File: config.mk
export PLATFORM = sky130hd
export DESIGN_NAME = mbf_ieee_double_convert
export DESIGN_NICKNAME = d
export VERILOG_FILES = /design/src/rtl/core/mbf_pkg.sv /design/src/rtl/core/mbf_ieee_double_convert.sv
export SDC_FILE = /design/constraint.sdc
export NUM_CORES = 1
export LEC_CHECK = 0
export BUFFER_PORTS_ARGS = -buffer_cell sky130_fd_sc_hd__buf_2
export CAP_MARGIN = 40
export CORE_MARGIN = 5
export CORE_UTILIZATION = 31
export DETAILED_ROUTE_END_ITERATION = 12
export PLACE_DENSITY = 0.52
export SYNTH_ARGS = -nofsm -noshare
export SYNTH_HDL_FRONTEND = slang
export SYNTH_SLANG_ARGS = --single-unit
File: constraint.sdc
create_clock -name clk -period 20.4 [get_ports clk]
set_clock_uncertainty 0.05 [all_clocks]
set_input_delay 2.04 -clock clk [delete_from_list [all_inputs] [get_ports clk]]
set_output_delay 2.04 -clock clk [all_outputs]
set_load 0.02 [all_outputs]
File: src/rtl/core/mbf_pkg.sv
// package of constants for the mbf to double converter
package mbf_pkg;
  localparam int unsigned DBL_BIAS = 1023;
  localparam int unsigned IN_W     = 96;
  localparam int unsigned OUT_W    = 104;
  typedef enum logic {
    CMD_MBF_TO_DBL = 1'b0,
    CMD_DBL_TO_MBF = 1'b1
  } cmd_t;
endpackage

File: src/rtl/core/mbf_ieee_double_convert.sv
// top level of the mbf to double converter
// Converts between the 4-byte MBF float and raw IEEE 754 double bits, one
// transfer per cycle unless m_tready back-pressure drops s_tready. tuser
// selects the direction (0 mbf to double, 1 double to mbf). A transfer passes
// an input register, short format logic, then an output register with a skid
// stage, so the input side takes one more transfer while a result waits and
// then drops s_tready. mbf to double is exact;
// double to mbf rounds half-up to 24 bits, flushes small values and zeros to
// mbf zero and flags too large, infinite and nan inputs with overflow_flag.
module mbf_ieee_double_convert #(
  parameter int unsigned EXP_BIAS = 129
) (
  input  logic        clk,
  input  logic        rst,
  input  logic        s_tvalid,
  output logic        s_tready,
  // sign, mbf_exponent, mbf_fraction, double_bits
  input  logic [mbf_pkg::IN_W-1:0]  s_tdata,
  input  logic        s_tuser,           // command
  output logic        m_tvalid,
  input  logic        m_tready,
  // out_double_bits, out_mbf_sign, out_mbf_exponent, out_mbf_fraction,
  // overflow_flag, zero fill
  output logic [mbf_pkg::OUT_W-1:0] m_tdata
);
  import mbf_pkg::*;

  // input stage
  logic        in_valid;
  logic [95:0] in_data;
  logic        in_cmd;
  // output register and skid
  logic        out_valid, skid_valid;
  logic [96:0] out_data, skid_data;
  logic        in_take;

  assign in_take  = in_valid && !skid_valid;
  assign s_tready = !in_valid || in_take;

  always_ff @(posedge clk) begin
    if (rst) begin
      in_valid <= 1'b0;
    end else if (s_tready) begin
      in_valid <= s_tvalid;
    end
    if (s_tready && s_tvalid) begin
      in_data <= s_tdata;
      in_cmd  <= s_tuser;
    end
  end

  // field extraction
  logic        msign;
  logic [7:0]  mexpo;
  logic [22:0] mfrac;
  logic [63:0] dbits;
  assign msign = in_data[0];
  assign mexpo = in_data[8:1];
  assign mfrac = in_data[31:9];
  assign dbits = in_data[95:32];

  // mbf to double
  logic [63:0] cvt_dbl;
  logic [10:0] dexp_new;
  assign dexp_new = 11'(({3'd0, mexpo} + 11'(DBL_BIAS)) - 11'(EXP_BIAS));

  // double to mbf
  logic [10:0] dexp;
  logic [24:0] sig;
  logic [12:0] mexp;
  logic [22:0] rfrac;
  logic        cvt_sign, cvt_ovf;
  logic [7:0]  cvt_exp;
  logic [22:0] cvt_frac;

  always_comb begin
    cvt_dbl = 64'd0;
    if (mexpo != 8'd0) cvt_dbl = {msign, dexp_new, mfrac, 29'd0};
    dexp = dbits[62:52];
    sig  = {2'b01, dbits[51:29]} + {24'd0, dbits[28]};
    mexp = 13'({2'b00, dexp} + 13'(EXP_BIAS)) - 13'(DBL_BIAS);
    rfrac = sig[22:0];
    if (sig[24]) begin
      rfrac = sig[23:1];
      mexp  = mexp + 13'd1;
    end
    cvt_sign = 1'b0;
    cvt_exp  = 8'd0;
    cvt_frac = 23'd0;
    cvt_ovf  = 1'b0;
    if (dexp == 11'h7ff) begin
      cvt_ovf = 1'b1;
    end else if (dexp != 11'd0) begin
      if (!mexp[12] && mexp > 13'd255) begin
        cvt_ovf = 1'b1;
      end else if (!mexp[12] && mexp != 13'd0) begin
        cvt_sign = dbits[63];
        cvt_exp  = mexp[7:0];
        cvt_frac = rfrac;
      end
    end
  end

  logic [96:0] res;
  assign res = (in_cmd == CMD_DBL_TO_MBF) ?
               {cvt_ovf, cvt_frac, cvt_exp, cvt_sign, 64'd0} : {33'd0, cvt_dbl};

  logic out_free;
  assign out_free = !out_valid || m_tready;

  always_ff @(posedge clk) begin
    if (rst) begin
      out_valid  <= 1'b0;
      skid_valid <= 1'b0;
    end else begin
      if (out_free) begin
        out_valid  <= skid_valid || in_valid;
        skid_valid <= 1'b0;
      end else if (in_take) begin
        skid_valid <= 1'b1;
      end
    end
    if (out_free) begin
      out_data <= skid_valid ? skid_data : res;
    end else if (in_take) begin
      skid_data <= res;
    end
  end

  assign m_tvalid = out_valid;
  assign m_tdata  = {7'd0, out_data};
endmodule

==> metrics.md <==
| Metric | Value |
|---|---|
| Clk_lat worst skew | `between 0.5 and 0.6 ns` |
| Filler instances | `around 2900` |
| Net Sw Frac | `between 20% and 30%` |
| Distinct cell type count of the synthesized netlist | `57` |
| Setup crit start | `in_data[61]` |
| Worst setup margin | `roughly 16 ns` |
| Clock transition at path regs | `roughly 0.060 ns` |
| Fin nets | `~950` |
| Avg WL per Cell | `about 16 um` |
| Arr. time, crit path | `roughly 4.2 ns` |
| Cts bufs inserted | `24` |
| LEAKAGE | `around 4.4 nW` |
| Die Ht | `roughly 180 um` |
| Crit Reg-Reg Startpoint | `in_data[61]` |
| Most common cell in the netlist | `edfxtp_1` |
| Diodes inserted | `0` |
| CP Capture Point | `out_data[76]` |
| Sequential share of power | `between 40% and 50%` |
| Final wirelength | `20300 um` |
| Setup violations, final | `0` |
| Avg Cell Area, Syn | `about 13 um2` |
| DP HPWL | `~14000 um` |
| Setup Slack @ Placement | `about 16 ns` |
| Seq/Total Area, Yosys | `roughly two thirds` |
| Total power | `between 0.001 and 0.0015 W` |
| Combinational share of power | `approximately 7.4%` |
| Share of cells above drive strength 1 | `28.2%` |
| Yosys warnings | `0` |
| Die Wd | `around 180 um` |
| Max-slew violations | `0` |
| Dominant cell type by area after synthesis | `edfxtp_1` |
| Max_cap viols | `0` |
| Area growth syn-to-layout | `20.1%` |
| Worst slew margin | `between 50 and 60%` |
| Total global-route track usage | `11.5%` |
| Io pins | `just over 200` |
| Layout Utilization | `a little under two fifths` |
| Routed vias/inst | `approximately 4.5` |
| Post-CTS Setup Bufs | `0` |
| Kind of critical path | `flop to flop` |
| CTS max path bufs | `3` |
| # resized after CTS | `0` |
| Post-synth EDFFs | `205` |
| Final GP Congestion | `between 0.8 and 0.9` |
| Worst reg2reg path depth | `12` |
| R2R Setup Slk | `16.41 ns` |
| Outcome | `complete, no violations` |
| Rows | `63` |
| Post-synth ARST share | `0%` |
| Mapped Cells | `between 600 and 700` |
| Antenna viol nets, final | `0` |
| Cell Pwr Density | `88.8 nW/um2` |
| CTS tree | `built` |
| RSZ-0062 raised after global routing | `no` |
| Synth top area cells | `edfxtp_1 (66%), mux2_2 (3.6%), buf_4 (3.0%), nand2_1 (2.9%), xnor2_1 (2.3%)` |
| Top-area cell type share of the netlist area | `around two thirds` |
| Clk root buf | `clkbuf_16` |
| Fin. Hold Viols | `0` |
| Number of global-route vias before repair | `between 5000 and 6000` |
| Worst endpoint required time | `just over 20 ns` |
| Final period demand of the worst path | `about 4 ns` |
| VDD IR max | `a little over 0.06 mV` |
| Primary FF master, synth | `edfxtp_1` |
| Startpoint Class | `flop` |
| Grt total ovfl | `0` |
| Register bit total from synthesis | `around 210` |
| H-tree Lvls | `1` |
| Sw power | `around 0.00023 W` |
| Die area | `about 34000 um2` |
| Mapped Area | `roughly 9400 um2` |
| Setup TNS | `0 ns` |
| Sink Count | `approximately 210` |
| Starting Density | `31.5%` |
| Worst flop-to-flop path endpoint | `out_data[76]` |
| Initial DRC count | `between 200 and 300` |
| Worst Setup End Kind | `flop` |
| Placement-stage cell area | `between 10000 and 15000 um2` |
| Crit share post-route | `19.6%` |
| HP Class | `flop to flop` |
| I/O Buffers | `roughly 140` |
| TritonRoute pass-1 iters | `4` |
| Critical Path Fanout Max | `50` |
| Core box area | `29800 um2` |
| Int Pwr | `0.000776 W` |
| Initial antenna violation count | `0` |
| Largest net degree at the start of global routing | `just under 70` |
| Peak Freq | `about 0.25 GHz` |
| Actual slew at the worst max-slew pin | `slightly above 0.7 ns` |
| First-pass GRT wire length | `31100 um` |
| CTS hold repair buffers | `0` |
| Top cells by count, synth | `edfxtp_1 (205), nand2_1 (72), nor2_1 (48), buf_4 (37), clkbuf_1 (31)` |
| Post-route cell area | `11300 um2` |
| Total number of vias | `approximately 5700` |
| Remaining DRCs | `0` |
| Clock network fraction of total power | `between 40 and 50%` |
==> cells by family (layout without fill, tap and decap cells) <==
| group | Yosys count | in the layout | share of synthesized area [%] |
|---|---|---|---|
| fa+ha+maj | 8 | 8 | 1.07 |
| flops | 208 | 208 | 66.2 |
| buf+inv | 86 | 211 | 5.08 |
| compound gates | 90 | 90 | 8.15 |
| simple gates | 232 | 232 | 12.0 |
| mux | 35 | 35 | 4.13 |
| xor+xnor | 36 | 36 | 3.36 |
| other cells | 1 | 36 | 0.0399 |
==> routing by layer <==
metal | share of wire, % | track usage (%)
met5 | 0 | 0
met4 | 2.4 | 3.02
met3 | 6.4 | 2.83
met2 | 45 | 17.9
met1 | 46 | 16.2
==> metrics by stage <==
| stage | hold WS, ns | cells |
|---|---|---|
| 3_3_place_gp | 0.454 | 1196 |
| 5_1_grt | 0.490 | 1246 |
| 3_5_place_dp | 0.456 | 1202 |
| 2_1_floorplan | 0.442 | 731 |
| 4_1_cts | 0.470 | 1246 |
| 6_report | 0.468 | 1246 |
==> registers in the layout (all words and copies together), names as in the netlist <==
signal      flops
in_cmd          1
skid_valid      1
skid_data      68
in_data        68
m_tvalid        1
out_data       68
in_valid        1
==> cells in the final DEF, fill, tap and decap left out, types with 3 or more instances in the layout <==
master     instances
mux2_2            30
nor2b_1            8
inv_1             11
or2_2              3
nand4_1           11
a21oi_1           22
nor4_1             4
ha_1               8
mux2i_1            5
buf_16             3
xor2_1            11
clkbuf_16         25
o31ai_1           26
edfxtp_1         205
nor2_1            48
conb_1            36
o21ai_0            4
and3_1             3
o41ai_2           12
nor3_1            24
and4_1             4
nand3_1           15
nand2_1           72
buf_4              8
and2_1            28
bufinv_16          3
a21o_1             4
clkbuf_1           8
xnor2_1           25
buf_2            143
clkinv_1           4
==> power groups by stage <==
| stage | clock, W | sequential [W] | combinational [W] |
|---|---|---|---|
| 2_1_floorplan | 0 | 0.000515 | 0.0000424 |
| 3_3_place_gp | 0 | 0.000506 | 0.0000730 |
| 3_5_place_dp | 0 | 0.000506 | 0.0000750 |
| 4_1_cts | 0.000444 | 0.000497 | 0.0000753 |
| 5_1_grt | 0.000460 | 0.000499 | 0.0000810 |
| 6_report | 0.000430 | 0.000497 | 0.0000740 |
==> layout make-up <==
| class | count | area, um2 | area share (%) |
|---|---|---|---|
| Clock inverter | 11 | 131 | 1.17 |
| Multi-Input combinational cell | 437 | 2850 | 25.2 |
| Clock buffer | 33 | 656 | 5.82 |
| Inverter | 11 | 41.3 | 0.366 |
| Tap cell | 390 | 488 | 4.33 |
| Timing Repair Buffer | 156 | 893 | 7.92 |
| Sequential cell | 208 | 6220 | 55.2 |
==> worst max-delay path, cell delays in order, from the launching register on <==
cell and delay (ns):
edfxtp_1 0.34, ha_1 0.19, ha_1 0.20, nand3_1 0.16
or4_1 0.58, nor2_1 0.21, buf_4 0.22, nand3_1 0.09
a211o_1 0.33, a211oi_2 0.28, a21bo_2 0.25, buf_4 0.30
o41ai_1 0.52
==> how the worst min path moves through the flow <==
stage                   from            to  slack, ns  cells past startpoint
3_5_place_dp   skid_data[80]  out_data[80]       0.46                      2
5_1_grt        skid_data[67]  out_data[67]       0.49                      2
6_report       skid_data[55]  out_data[55]       0.47                      2
2_1_floorplan       in_valid      in_valid       0.44                      2
4_1_cts        skid_data[80]  out_data[80]       0.47                      2
3_3_place_gp   skid_data[80]  out_data[80]       0.45                      2
(Power assumes the default switching activity.)
